[src/phe_pkg.sv]
// Package: shared widths, register indexes and defaults of the heterozygosity engine.
`timescale 1ns / 1ps
`default_nettype none
package phe_pkg;

    localparam int IDX_W      = 12;
    localparam int DOSE_W     = 2;
    localparam int NP_W       = 11;
    localparam int NL_W       = 13;
    localparam int SUM_W      = 13;
    localparam int HE_W       = 16;
    localparam int CFG_IDX_W  = 1;
    localparam int CFG_DATA_W = 13;
    localparam int FRAC_SHIFT = 13;

    localparam int DEF_MAX_LOCI  = 4096;
    localparam int DEF_MAX_PAIRS = 1024;

    localparam logic [SUM_W-1:0]  SUM_MAX = {SUM_W{1'b1}};
    localparam logic [DOSE_W-1:0] DOSE_MAX = 2'd2;
    localparam logic [DOSE_W-1:0] DOSE_BAD = 2'd3;

    localparam logic [CFG_IDX_W-1:0] REG_NUM_PAIRS = 1'd0;
    localparam logic [CFG_IDX_W-1:0] REG_NUM_LOCI  = 1'd1;

    typedef logic [IDX_W-1:0]      t_locus;
    typedef logic [DOSE_W-1:0]     t_dose;
    typedef logic [HE_W-1:0]       t_he;
    typedef logic [CFG_IDX_W-1:0]  t_cfg_idx;
    typedef logic [CFG_DATA_W-1:0] t_cfg_data;

endpackage
`default_nettype wire

[src/phe_div.sv]
// Iterative restoring divider: one quotient bit per cycle of num * 2^13 / den.
`timescale 1ns / 1ps
`default_nettype none
module phe_div #(
    parameter int NUM_W = 40,
    parameter int DEN_W = 35
) (
    input  wire logic                     i_clk,
    input  wire logic                     i_rst_n,
    input  wire logic                     i_start,
    input  wire logic [NUM_W-1:0]         i_num,
    input  wire logic [DEN_W-1:0]         i_den,
    output logic                          o_done,
    output logic      [phe_pkg::HE_W-1:0] o_quo
);
    import phe_pkg::*;

    localparam int CW_N  = NUM_W + FRAC_SHIFT;
    localparam int CW_D  = DEN_W + HE_W - 1;
    localparam int CW    = (CW_N > CW_D) ? CW_N : CW_D;
    localparam int CNT_W = $clog2(HE_W);

    logic [CW-1:0]    r_rem;
    logic [CW-1:0]    r_dsh;
    logic [HE_W-1:0]  r_quo;
    logic             r_dz;
    logic [CNT_W-1:0] r_cnt;
    logic             r_run;
    logic             r_done;
    logic             w_ge;

    assign w_ge = (r_rem >= r_dsh);

    always_ff @(posedge i_clk) begin
        if (!i_rst_n) begin
            r_run  <= 1'b0;
            r_done <= 1'b0;
            r_cnt  <= '0;
        end else begin
            r_done <= 1'b0;
            if (i_start) begin
                r_run <= 1'b1;
                r_cnt <= '0;
            end else if (r_run) begin
                r_cnt <= r_cnt + 1'b1;
                if (r_cnt == CNT_W'(HE_W - 1)) begin
                    r_run  <= 1'b0;
                    r_done <= 1'b1;
                end
            end
        end
    end

    always_ff @(posedge i_clk) begin
        if (i_start) begin
            r_rem <= CW'(i_num) << FRAC_SHIFT;
            r_dsh <= CW'(i_den) << (HE_W - 1);
            r_quo <= '0;
            r_dz  <= (i_den == '0);
        end else if (r_run) begin
            if (w_ge) begin
                r_rem <= r_rem - r_dsh;
            end
            r_quo <= {r_quo[HE_W-2:0], w_ge};
            r_dsh <= r_dsh >> 1;
        end
    end

    assign o_done = r_done;
    assign o_quo  = r_dz ? '0 : r_quo;

endmodule
`default_nettype wire

[config.mk]
export PLATFORM = sky130hd
export DESIGN_NAME = phe_div
export DESIGN_NICKNAME = d
export VERILOG_FILES = /design/src/phe_pkg.sv /design/src/phe_div.sv
export SDC_FILE = /design/constraint.sdc
export NUM_CORES = 1
export LEC_CHECK = 0
export BUFFER_PORTS_ARGS = -buffer_cell sky130_fd_sc_hd__buf_2
export CORE_MARGIN = 4
export CORE_UTILIZATION = 50
export CTS_CLUSTER_DIAMETER = 150
export CTS_CLUSTER_SIZE = 20
export DETAILED_ROUTE_END_ITERATION = 12
export PLACE_DENSITY = 0.8
export SYNTH_ARGS = -nofsm -noshare
export SYNTH_HDL_FRONTEND = slang
export SYNTH_SLANG_ARGS = --single-unit
[constraint.sdc]
create_clock -name i_clk -period 5.4 [get_ports i_clk]
set_input_delay 0.54 -clock i_clk [delete_from_list [all_inputs] [get_ports i_clk]]
set_output_delay 0.54 -clock i_clk [all_outputs]
set_load 0.01 [all_outputs]
---- Yosys cells after proc, flatten, opt, wreduce, memory -nomap -nowiden ----
Index checks and enable logic that the tools add are counted.
Widths: inputs -> output; s select.
cells by class
  $add $sub $neg .......................... 2
  order comparisons ....................... 1
  eq/ne operators ......................... 1
  muxes and demuxes ....................... 10
  bitwise logic cells ..................... 2
  reductions and logical operators ........ 7
operator list
  operator             number
  $mux 53              3
  $mux 50              2
  $ge 53x50->1         1
  $sub 53x50->53       1
  $logic_not 35->1     1
  $mux 16              1
  $add 4x1->4 const B  1
  $eq 4x4->1 const B   1
  $mux 1               4
  $reduce_and 2->1     2
  $reduce_bool 2->1    2
  $reduce_or 3->1      1
  $not 1->1            2
  $reduce_or 2->1      1
word-level totals
  bits in registers ....................... 126
  input bits .............................. 78
  output and inout port bits .............. 17
  logic and storage cells ................. 32

---- Longest topological paths before layout ----
Gate-level depths: netlist (run 1).
  depth after elaboration ................. 4
  gate-level depth with buffers ........... 15
  depth with buffers taken out ............ 13

---- Least setup slack after synthesis (run 1) ----
No wires, ideal clock.
  path kind ............................... flip-flop to flip-flop
  start point ............................. register r_rem[15]
  end point ............................... register r_rem[13], enable pin
  setup time .............................. 0.404 ns
  arrival ................................. 3.370 ns
  data required time ...................... 4.996 ns
  path slack .............................. 1.627 ns
  stages on the path, launching flop included .. 13
  buffers on the path ..................... 2
  clock period less this slack ............ 3.773 ns
  cells stage by stage .................... edfxtp_1 -> ha_1 -> buf_2 -> nand4_2 -> nand2b_1 -> a31o_1 -> nand3_1 -> a31oi_1 -> o31a_1 -> o41ai_4 -> o31ai_2 -> buf_4 -> nand2b_1
between the ends
  word-level cells in the longest chain between the ends .. 3
RTL lines
  item                                line           source
  start, declared                     phe_div.sv:23  logic [CW-1:0] r_rem;
  start signal, assigned              phe_div.sv:56  r_rem <= CW'(i_num) << FRAC_SHIFT;
  start signal, assigned              phe_div.sv:62  r_rem <= r_rem - r_dsh;
  $ge 53x50->1                        phe_div.sv:32  assign w_ge = (r_rem >= r_dsh);
  $reduce_bool 2->1 (no source line)  n/a
  $reduce_and 2->1 (no source line)   n/a
Every way passes these cells.
A chain may end at the register's enable or synchronous reset.

---- Final worst setup path (run 1) ----
  start point ............................. register r_dsh[3]
  end point ............................... register r_rem[26], enable pin
between the ends
  word-level cells in the longest chain between the ends .. 3
RTL lines
  item                                line           source
  start, declared                     phe_div.sv:24  logic [CW-1:0] r_dsh;
  start signal, assigned              phe_div.sv:57  r_dsh <= CW'(i_den) << (HE_W - 1);
  start signal, assigned              phe_div.sv:65  r_dsh <= r_dsh >> 1;
  $ge 53x50->1                        phe_div.sv:32
  $reduce_bool 2->1 (no source line)  n/a
  $reduce_and 2->1 (no source line)   n/a
Every way passes these cells.

==> impl.org, run 1 <==
** Worst setup path
- The critical path starts at r_dsh[3].
- The worst register-to-register path begins at r_dsh[3].
- Worst Setup EP :: r_rem[26]
- The critical path goes through inv_1 > ha_1 > nand3_1 > o21bai_1 > nand3_1 > a21bo_2 > a31oi_1 > o31a_1 > o41ai_4 > o31ai_4 > buf_4 > nand2b_2.
- The critical path runs through a total of 12 cells.
- R2R Path End :: r_rem[26]
- The number of buffers and inverters on the critical path is 2.
- STA classifies the critical path startpoint as a flop.
- Delay of the slowest critical-path stage :: approximately 0.69 ns
- Max FO, Critical Path :: 40
- STA classifies the critical path endpoint as a flop.
- Crit-path slowest cell :: nand2b_2
- For the worst setup path, the data required time is around 5.3 ns.
- Most numerous cell on the critical path :: nand3_1
- Crit Path Category :: reg -> reg
- STA puts the critical path data arrival time at between 4 and 5 ns.
- The worst register-to-register path has a setup slack of ~1.2 ns.
- The number of cells on the worst reg-to-reg path is 12.
- Among cell families on the critical path, the largest total delay comes from compound AO/OA/AOI/OAI gates.

** Yosys
- Async set-reset flop share out of synthesis :: 0%
- Cell with the most instances after synthesis :: nand2_1
- The number of different library cells used by synthesis comes to 59.
- Averaged over all synthesized cells, the footprint is approximately 8.9 um^2.
- Ranked by total cell area, the synthesized netlist is headed by edfxtp_1 (27%), dfxtp_1 (12%), ha_1 (7.6%).
- In the synthesized netlist, the number of instances is between 900 and 1000.
- Count of flip-flops with a built-in enable after synthesis :: 76
- Summing every instance area after synthesis gives 8418 um^2.
- Number of nets produced by synthesis :: between 1000 and 1500
- Synth top cells by count :: nand2_1 (118), edfxtp_1 (76), nor2_1 (75)
- Dominant synthesized flop cell :: edfxtp_1
- Counting flops and latches in the post-synthesis netlist gives around 130.
- For this run, the number of Yosys warnings is 0.
- The synthesized design devotes to its leading area cell type between 20 and 30% of total area.
- Of all cell types, the one taking the most synthesized area is edfxtp_1.
- Sequential cells were found to cover 39.00% of the synthesized design area.

** Layout
- Fraction of final layout cells with drive strength greater than 1 :: between 10% and 20%
- The final layout contains between 1000 and 1500 nets.
- Antenna cell count :: 0
- Measured on the finished design, the core utilization comes to approximately 58%.
- Area growth, synth to finish :: 13.97%
- Fill cells :: 1421

** Floorplan
- The floorplan step defined a core boundary enclosing 16520 um^2.
- Die Width :: between 100 and 150 um
- Initial Utilization :: 50.94%
- The floorplan step set the die height to about 140 um.
- In this run the core area contains 47 standard-cell rows.
- For this design the top-level I/O count stands at 95.
- Area of the die :: 18980 um^2

** CTS
- TritonCTS clock tree :: done
- Clock-pin slew was measured on the worst setup and hold paths at around 0.06 ns.
- Once the clock tree was built, the resizer swapped 0 gates to a different size.
- Depth of the CTS H-tree :: 4
- Source-to-sink clock delay at the later pin of the worst-skew pair :: roughly 0.43 ns
- Post-CTS Hold Fix Bufs :: 0
- Counting every sink on the clock net gives 126.
- In this run the deepest clock path goes through 2 buffers.
- Counting the buffers created by CTS gives 17.
- Root cell of the clock tree :: clkbuf_16
- The number of setup buffers added after CTS is 0.

** Route
- The final layout contains routed wiring with a total length of 21370 um.
- Using the TritonRoute via totals, the vias-per-cell ratio works out to approximately 5.9.
- DRC marker count from the first detailed-route iteration :: 774
- Number of search-and-repair iterations in the first detailed-routing pass :: 6
- Average wire per standard cell :: between 15 and 20 um
- The final route contains roughly 7400 vias.
- Number of nets with antenna violations after routing :: 0
- After detailed routing, the number of remaining DRC violations is 0.

** Placement
- Final RePlAce weighted congestion :: about 0.97
- Detailed placer's ending HPWL :: about 15000 um
- During placement, the flow inserted port buffers numbering between 90 and 100.

** STA
- Timing-limited maximum frequency :: between 200 and 250 MHz
- Hold is met by 0.3575 ns.
- Setup violations remaining at the end of the flow were counted as 0.
- Share of the clock period used by the worst path :: 78.59%
- Headroom to the max-slew limit :: a little over a quarter
- Final Slew Violations :: 0
- Final hold violation count :: 0
- Setup repair after global routing left no endpoint under its margin.
- At the pin with the least slew margin, the transition time is 1.097 ns.
- Between clock sinks in the finished design, the worst skew comes to between 0.009 and 0.01 ns.
- Fin crit period :: between 4 and 5 ns
- Summed negative setup slack over all endpoints :: 0 ns

** Power
- Power density over the cells :: 350.8 nW/um^2
- Leakage Power :: 4.117 nW
- IR analysis of the VDD net gives a maximum drop of about 280 uV.

** Flow run
- Max-cap violations :: 0

** Global route
- Entering global routing, the biggest net connects 108 pins.
- The first global-routing pass estimated 34070 um of wire.
- Number of antenna violations at the first check in global routing :: 1
- Sum of overflow across all layers after global routing :: 0
- In the global route stage, overall resource usage came out at a little under a quarter.
- The via count of the first global-routing pass is approximately 7000.

** Run status
- The flow ran to the end, and the final reports show no timing, DRC or antenna violations.

** Min path
- The path class of the tightest hold or removal check is in -> reg.
## where the power goes
group / internal, mW / switching (mW) / total, mW
Combinational: 0.381 / 0.625 / 1.01
Clock: 0.768 / 0.444 / 1.21
Sequential: 1.12 / 0.0298 / 1.15
## registers in the layout, summed over array words and instances, names as in the netlist
register and count:
r_rem 53, r_cnt 4, o_done 1, r_dz 1, r_quo 16, r_run 1
r_dsh 50
## how the worst min path moves through the flow
stage          slack [ns]     start  depth (start not counted)   endpoint
6_report             0.36   i_rst_n                          2      r_run
2_1_floorplan        0.44  r_rem[0]                          2   r_rem[0]
3_5_place_dp         0.46  r_rem[0]                          2   r_rem[0]
5_1_grt              0.38  i_num[6]                          3  r_rem[19]
3_3_place_gp         0.44  r_rem[0]                          2   r_rem[0]
4_1_cts              0.35   i_rst_n                          2      r_run
## metrics by stage
stage | cell area (um^2) | power (mW) | instances | setup WS [ns]
2_1_floorplan | 8418 | 1.913 | 948 | 1.627
3_3_place_gp | 8976 | 2.123 | 1214 | 1.356
3_5_place_dp | 8976 | 2.142 | 1214 | 1.199
4_1_cts | 9594 | 3.355 | 1246 | 1.164
5_1_grt | 9594 | 3.521 | 1246 | 0.8640
6_report | 9594 | 3.366 | 1246 | 1.156
## cell families after synthesis
logic type               after synthesis  share of synthesized area (%)
AND/OR/NAND/NOR                      323                          17.84
AO/OA/AOI/OAI                        237                          19.22
flip-flops                           126                          39.00
buffers and inverters                116                          5.707
adder cells (fa/ha/maj)               52                          7.818
XOR/XNOR                              51                          5.306
multiplexers                          43                          5.113
## metal layers
metal  global-route usage, %  up-vias  wire length [um]  share of wire, %
met5                       0        -                11             0.051
met4                   9.495        2               635               3.0
met3                   4.967       54              1591               7.4
met2                   36.14      311              9725                46
met1                   29.72     3431              9402                44
li1                        -     3556                 -                 -
## final cells by class
type	count	area, um^2	share of cell area, %
clock buffers	17	425.4	4.434
multi-input cells	706	4666	48.63
well taps	220	275.3	2.869
flip-flops and latches	126	3284	34.23
inverters	63	236.5	2.465
clock inverters	15	192.7	2.008
repair buffers	99	514.2	5.360
## placed cells by master, fill, tap and decap left out, drive strengths merged, types with 24 or more instances in the layout
cell type / instances
nand2: 118
buf: 99
edfxtp: 76
nor2: 75
o31ai: 71
inv: 64
ha: 51
dfxtp: 50
a21oi: 49
mux2i: 43
o21ai: 38
a21o: 28
xnor2: 28
nor2b: 24
No activity file was read; power rests on OpenSTA's default activity.
==> run 2: changes to the inputs <==
--- a/config.mk
+++ b/config.mk
@@ -5,13 +5,14 @@
 export SDC_FILE = /design/constraint.sdc
 export NUM_CORES = 1
 export LEC_CHECK = 0
+export ABC_AREA = 1
 export BUFFER_PORTS_ARGS = -buffer_cell sky130_fd_sc_hd__buf_2
 export CORE_MARGIN = 4
 export CORE_UTILIZATION = 50
 export CTS_CLUSTER_DIAMETER = 150
 export CTS_CLUSTER_SIZE = 20
 export DETAILED_ROUTE_END_ITERATION = 12
-export PLACE_DENSITY = 0.8
+export PLACE_DENSITY = 0.79
 export SYNTH_ARGS = -nofsm -noshare
 export SYNTH_HDL_FRONTEND = slang
 export SYNTH_SLANG_ARGS = --single-unit
==> constraint.sdc (replaced) <==
create_clock -name i_clk -period 4.34 [get_ports i_clk]
set_input_delay 0.434 -clock i_clk [delete_from_list [all_inputs] [get_ports i_clk]]
set_output_delay 0.434 -clock i_clk [all_outputs]
set_load 0.01 [all_outputs]
==> impl.org, run 2 <==
** Worst setup path
- The setup check on the worst reg-to-reg path leaves a slack of approximately 1.1 ns.
- Along the worst path, the maximum fanout reaches 21.
- Crit path buf inv count :: 2
- R2R Path End :: r_rem[42]
- Nature of the critical path startpoint :: flop
- Worst r2r src :: r_rem[23]
- STA classifies the critical path endpoint as a flop.
- The cell that appears most often on the critical path is nand2_1.
- Crit-path slowest cell :: nand2_2
- STA puts the critical path data required time at about 4.5 ns.
- In this design, the largest share of critical-path delay is due to simple AND/OR/NAND/NOR gates.
- Delay of the slowest critical-path stage :: about 0.5 ns
- Crit Path Category :: reg -> reg
- Cells along the critical path :: ha_1 > nand2_1 > nor2_1 > and2_1 > nand2_1 > nor2_1 > nand2_1 > nand3_2 > nand2_1 > buf_4 > nand2_2 > buf_12
- Worst endpoint data arrival time :: between 3 and 4 ns
- Depth of the worst register-to-register path :: 12

** Yosys
- Count of distinct cell types in the synthesized netlist :: 32
- Of the post-synthesis cell area, the dominant cell type holds 22.97%.
- Sorting the synthesized cells by area gives the leading types as edfxtp_1 (23%), nand2_1 (22%), inv_1 (12%).
- Number of nets produced by synthesis :: between 1500 and 2000
- Seq/Total Area, Yosys :: between 30% and 40%
- Synth top cells by count :: nand2_1 (576), inv_1 (321), nor2_1 (110)
- Synthesized area per cell :: 6.389 um^2
- The most used flip-flop cell after synthesis is edfxtp_1.
- After technology mapping, the gate count stands at around 1600.
- The synthesized design contains about 130 register bits.
- Synth Cell Area :: between 9000 and 10000 um^2
- Of all cell types, the one taking the most synthesized area is edfxtp_1.
- Cell with the most instances after synthesis :: nand2_1
- Of all flip-flops after synthesis, the portion carrying an async set or reset was 0%.
- Yosys warns :: 0
- Count of flip-flops with a built-in enable after synthesis :: between 70 and 80

** Min path
- Start point of the worst min-delay path :: i_rst_n
- HP Class :: in -> reg
- The worst hold path passes through 3 cells.
- Destination of the worst hold path :: r_run

** Layout
- Area growth, synth to finish :: 13.40%
- Total Nets Final :: approximately 1800
- Antenna cell count :: 0
- Max FFs per register :: 53
- For this run, the number of standard cells in the final layout without fillers is 1919.
- r_rem holds more flip-flops than any other register.
- Highest-count cells in the layout ignoring fill and taps :: nand2_1 (575), inv_1 (320), nor2_1 (110)
- Cells with a size suffix above 1 make up around 11% of the layout.
- Most common library cell in the layout ignoring fill and taps :: nand2_1
- Registers with the most flip-flops :: r_rem x53, r_dsh x50, r_quo x16
- Fill cells :: 1936

** Floorplan
- Area of the die :: roughly 22000 um^2
- The initial utilization of the core area, before any placement, comes to 50.88%.
- The initialized floorplan defines about 50 standard-cell rows.
- Height of the die :: 149.0 um
- The die is around 150 um wide.
- Core box area :: a little under 20000 um^2
- Pin placement for this block handled 95 I/O pins.

** Route
- Average wire per standard cell :: approximately 16 um
- Via count of the routed design :: 9742
- DRC marker count from the first detailed-route iteration :: ~1100
- WL final :: approximately 30000 um
- Number of nets with antenna violations after routing :: 0
- Via count normalized by instance count :: ~5.1
- Number of remaining DRC errors :: 0
- Number of search-and-repair iterations in the first detailed-routing pass :: 6

** Power
- VDD sags by at most about 280 uV.
- Power density over the cells :: 474.9 nW/um^2
- Internal power component :: between 3 and 4 mW
- Combinational cells account for 43.4% of the total power.
- Post-route total power :: around 5.4 mW
- For this design the total switching power over the nets is around 2.3 mW.
- Switching power as a share of total power :: a little over two fifths
- Summed over all cells, the static leakage comes to ~6.1 nW.
- Clock group share of total power :: roughly 28%
- The share of total power dissipated in sequential elements is between 20% and 30%.

** CTS
- Counting every sink on the clock net gives 126.
- Depth of the CTS H-tree :: 4
- In this run, CTS created clock tree buffers numbering 17.
- Post-CTS Hold Fix Bufs :: 0
- Reg clk slew, reported paths :: roughly 0.07 ns
- Maximum buffer depth of the clock tree :: 2
- Once the clock tree was built, the setup fixing pass inserted 0 buffers.
- CTS resizes :: 0
- For the worst-skew pair, the clock arrives at the later sink with an insertion delay of between 0.4 and 0.5 ns.
- The tree is rooted in a clkbuf_16.
- TritonCTS built the clock tree.

** STA
- Final hold violation count :: 0
- Share of the clock period used by the worst path :: roughly three quarters
- At the pin with the least slew margin, the transition time is 0.8358 ns.
- Setup violations remaining at the end of the flow were counted as 0.
- For the finished layout, the period the worst path requires is approximately 3.2 ns.
- Summed negative setup slack over all endpoints :: 0 ns
- Unrepaired setup endpoints after global routing :: false
- Final Slew Violations :: 0
- Timing-limited maximum frequency :: 311.6 MHz
- Maximum clock skew at final layout :: 0.009459 ns
- Headroom to the max-slew limit :: 44.28%

** Placement
- Routability-driven placement finished with a final weighted congestion of between 1 and 1.5.
- In this run the tool buffered the top-level ports with 94 buffer cells.
- The HPWL after detailed placement is 24690 um.
- Dpl cells :: ~1900

** Global route
- Summed over all layers, the global routing overflow is 0.
- The first global-routing pass estimated about 48000 um of wire.
- Pin count of the biggest net entering global routing :: 90
- Total Routing Usage GR :: 28.01%
- The via count of the first global-routing pass came to 8989.
- The number of antenna violations at the first check in global routing came to 0.

** Flow run
- Max-cap violations in this run came to 0.

** Run status
- The flow ran to the end, and the final reports show no timing, DRC or antenna violations.
run 2: power by group through the flow:
stage          Combinational, mW  Clock (mW)  Sequential, mW
3_3_place_gp                2.25           0            1.52
3_5_place_dp                2.27           0            1.53
6_report                    2.32        1.52            1.51
2_1_floorplan               1.66           0            1.51
5_1_grt                     2.59        1.59            1.52
4_1_cts                     2.29        1.54            1.51
run 2: logic make-up after synthesis:
family | count (synthesis) | synth area share, %
xor gates and xnor gates | 38 | 3.350
adders and majority gates | 52 | 6.625
DFF | 126 | 33.05
buffers and inverters | 357 | 13.80
AOI/OAI and AO/OA | 166 | 9.861
and+or+nand+nor | 816 | 33.31
run 2: cell type report:
| cell class | instances | area, um^2 | share of cell area [%] |
|---|---|---|---|
| Clock buffer | 17 | 425.4 | 3.776 |
| Sequential cell | 126 | 3284 | 29.15 |
| Timing Repair Buffer | 102 | 543.0 | 4.820 |
| Tap cell | 265 | 331.6 | 2.943 |
| Inverter | 322 | 1209 | 10.73 |
| Clock inverter | 15 | 190.2 | 1.688 |
| Multi-Input combinational cell | 1072 | 5283 | 46.89 |
run 2: worst max-delay path by stage:
stage | from | endpoint | slack, ns | cells past startpoint
detailed placement | r_dsh[36] | r_rem[43] | 1.23 | 14
finish | r_rem[23] | r_rem[42] | 1.13 | 12
floorplan | r_rem[28] | r_rem[13] | 1.33 | 12
global placement | r_rem[23] | r_rem[42] | 1.27 | 12
CTS | r_dsh[30] | r_rem[43] | 1.20 | 14
global route | r_dsh[22] | r_rem[43] | 0.91 | 14
run 2: worst reg2reg max path, delay by kind of cell (launching register included):
kind                       cells  cell delay [ns]
and+or+nand+nor                9             1.60
buffers and inverters          2             0.47
DFF                            1             0.45
adders and majority gates      1             0.38
run 2: layer usage:
| metal | wire (um) | global-route usage [%] | part of all wire (%) |
|---|---|---|---|
| met1 | 14720 | 41.73 | 48 |
| met2 | 13100 | 42.32 | 42 |
| met3 | 2662 | 5.925 | 8.6 |
| met4 | 377 | 5.309 | 1.2 |
| met5 | 0 | 0 | 0 |
run 2: stage by stage:
| step | setup WS (ns) | area [um^2] | util (%) | hold slack [ns] |
|---|---|---|---|---|
| after floorplan | 1.329 | 9935 | - | 0.4214 |
| after global placement | 1.265 | 10650 | 54.54 | 0.4371 |
| after detailed placement | 1.234 | 10650 | 54.54 | 0.4570 |
| after CTS | 1.201 | 11270 | 57.70 | 0.2485 |
| after global routing | 0.9113 | 11270 | 57.70 | 0.2665 |
| final | 1.131 | 11270 | 57.70 | 0.2614 |
==> run 3: changes to the inputs <==
==> constraint.sdc (replaced) <==
create_clock -name i_clk -period 3.1 [get_ports i_clk]
set_input_delay 0.31 -clock i_clk [delete_from_list [all_inputs] [get_ports i_clk]]
set_output_delay 0.31 -clock i_clk [all_outputs]
set_load 0.01 [all_outputs]
==> impl.org, run 3 (synthesized netlist as in run 2, its figures left out) <==
** Run status
- Run status :: completed

** Route
- After detailed routing, the average wire length per cell comes to between 15 and 20 um.
- Sum of routed wire segments on met1 :: roughly 14000 um
- Sum of met3 wire segment lengths after detailed routing :: between 3000 and 4000 um
- The routed design uses roughly 13000 um of met2 wire.
- The routed layout has just under 10000 vias.
- DRC marker count from the first detailed-route iteration :: 853
- In the routed design, unresolved DRC markers number 0.
- The pre-antenna-repair detailed-routing pass consisted of 5 iterations.
- Wires add up to between 30000 and 40000 um.
- The highest layer touched by signal routing is met4.
- Once detail routing completed, the nets flagged for antenna violations numbered 0.
- Via count normalized by instance count :: around 5.1

** Floorplan
- The floorplan step set the die width to 149.0 um.
- Area of the die :: roughly 22000 um^2
- Initial Utilization :: 50.88%
- In this run the vertical extent of the chip is 149.0 um.
- In this run the count of I/O pins placed on the die edge is between 90 and 100.
- The total area inside the core boundary comes to 19530 um^2.
- The initialized floorplan defines between 50 and 60 standard-cell rows.

** Placement
- Input and output buffers added on the ports amount to between 90 and 100.
- Final RePlAce weighted congestion :: between 1 and 1.5
- Detailed placement ended at an HPWL of roughly 25000 um.
- Placed instance area :: roughly 11000 um^2

** Global route
- Pin count of the biggest net entering global routing :: 67
- Global-route wire length before repair :: between 40000 and 50000 um
- Number of antenna violations at the first check in global routing :: 0
- Global routing finished with a remaining overflow of 0.
- For this run, the total global-route usage over all layers was measured as between 20% and 30%.
- Vias in the first global route :: 9124

** STA
- Transition time of the tightest slew-check pin :: 0.5926 ns
- Fin crit period :: 2.767 ns
- Share of the clock period used by the worst path :: between 80 and 90%
- Unrepaired setup endpoints after global routing :: false
- The number of max-slew violations in the final report was 0.
- Headroom to the max-slew limit came out at 60.49%.
- Static timing analysis puts the maximum clock frequency at between 300 and 400 MHz.
- The final number of hold-violating endpoints was 0.
- Summed negative setup slack over all endpoints :: 0 ns
- Setup violations remaining at the end of the flow were counted as 0.
- Clock skew on the completed layout was measured at around 0.010 ns.

** Power
- Combinational cells account for between 40 and 50% of the total power.
- The analysis attributes to net switching a power of 3.231 mW.
- Maximum vdd drop :: 368.4 uV
- Clock group share of total power :: a little over a quarter
- Leakage Power :: between 6 and 7 nW
- Power comes to 7.350 mW.
- Switching power as a share of total power :: a little over two fifths
- The internal portion of the total power is between 4 and 5 mW.
- Power density over the cells :: 653.7 nW/um^2
- Per report_power, the sequential group accounts for approximately 29% of the total.

** Layout
- The largest registers in the layout are r_rem x53, r_dsh x50, r_quo x16.
- 0 antenna diodes ended up in the layout.
- Leaving out fill and tap cells, the most frequent cells in the layout are nand2_1 (575), inv_1 (320), nor2_1 (110).
- Area growth, synth to finish :: 13.19%
- Fill cells :: approximately 2000
- The register with the most flip-flops in the layout has 53 of them.
- Cells with a size suffix above 1 make up a little under an eighth of the layout.
- Multi-input gate area :: around 5300 um^2
- Sequential cell area :: about 3300 um^2
- More flip-flops sit in one register than any other, and that register is r_rem.
- The library cell used most frequently in the layout, excluding fill and tap cells, is nand2_1.
- Total Nets Final :: roughly 1800
- With fillers left out, the area of the finished cells amounts to between 10000 and 15000 um^2.

** CTS
- CTS resizes :: 0
- The clock drives ~130 sinks.
- In this run, post-CTS hold repair placed 0 buffers.
- The number of setup buffers added after CTS is 0.
- TritonCTS created 17 clock buffers.
- Reg clk slew, reported paths :: around 0.070 ns
- Depth of the CTS H-tree :: 4
- TritonCTS clock tree :: done
- The root buffer cell chosen for the clock tree is clkbuf_16.
- Maximum buffer depth of the clock tree :: 2
- For the worst-skew pair, the clock arrives at the later sink with an insertion delay of 0.43 ns.

** Worst setup path
- In this run the worst path has a maximum fanout of 10.
- Family of cells with the greatest summed delay on the critical path :: simple AND/OR/NAND/NOR gates
- The worst setup path is captured at a flop.
- Delay of the slowest critical-path stage :: approximately 0.43 ns
- For this design, the slowest cell found on the critical path is clkinv_1.
- The worst setup path is launched from a flop.
- Crit path buf inv count :: 4
- The most critical setup path has its startpoint at r_dsh[10].
- The critical path runs through a total of 16 cells.
- Cells along the critical path :: inv_1 > ha_1 > nand2_1 > inv_1 > nand2_1 > inv_1 > nand2_1 > nor2_1 > nand2_1 > nand3_1 > nand2_1 > nand3_2 > nand3_4 > clkinv_1 > nand2_1 > nand2_1
- Most numerous cell on the critical path :: nand2_1
- The critical path is of the reg -> reg type.
- Depth of the worst register-to-register path :: 16
- The worst register-to-register path begins at r_dsh[10].
- STA puts the critical path data arrival time at between 2 and 3 ns.
- STA puts the critical path data required time at 3.28 ns.

** Flow run
- Max-cap violations in this run came to 0.

** Min path
- In this run the most critical hold path is launched from i_den[34].
- The worst hold path belongs to the class in -> reg.
- Number of cells traversed by the worst hold path :: 3
## run 3: cell count changes in the layout (fill, tap and decap cells not counted), sizes merged
cell and delta:
clkinvlp +1, buf +3, bufinv -1
## run 3: cell type report
type,instances,share of cell area (%)
multi-input cells,1072,46.98
flip-flops and latches,126,29.21
inverters,322,10.75
repair buffers,105,5.029
clock buffers,17,3.783
well taps,265,2.949
clock inverters,15,1.302
## run 3: routing by layer
layer / track usage (%) / up-vias
li1: - / 4968
met1: 39.59 / 4405
met2: 41.48 / 365
met3: 8.873 / 42
met4: 6.270 / 0
met5: 0 / -
## run 3: metrics by stage
step,instances,hold slack (ns),setup WS [ns],util [%]
floorplan,1555,0.4214,0.08937,-
global placement,1890,0.4327,0.5117,54.66
detailed placement,1890,0.4442,0.4545,54.66
CTS,1922,0.1439,0.4266,57.59
global route,1922,0.1478,0.1907,57.59
finish,1922,0.1474,0.3330,57.59
## run 3: worst paths after layout
kind / to / slack, ns
setup / recovery: r_rem[40] / 0.33
hold / removal: r_dsh[49] / 0.15
setup reg to reg: r_rem[40] / 0.33
hold reg to reg: r_cnt[3] / 0.45
## run 3: power by group through the flow
stage | combinational, mW | clock [mW] | sequential (mW)
6_report | 3.26 | 1.98 | 2.11
5_1_grt | 3.62 | 2.08 | 2.13
4_1_cts | 3.19 | 1.99 | 2.11
3_5_place_dp | 3.16 | 0 | 2.15
3_3_place_gp | 3.14 | 0 | 2.14
2_1_floorplan | 2.33 | 0 | 2.11
## run 3: tightest hold or removal path, delay by kind of cell
kind	cells	cell delay, ns
buffers and inverters	2	0.13
and+or+nand+nor	1	0.05
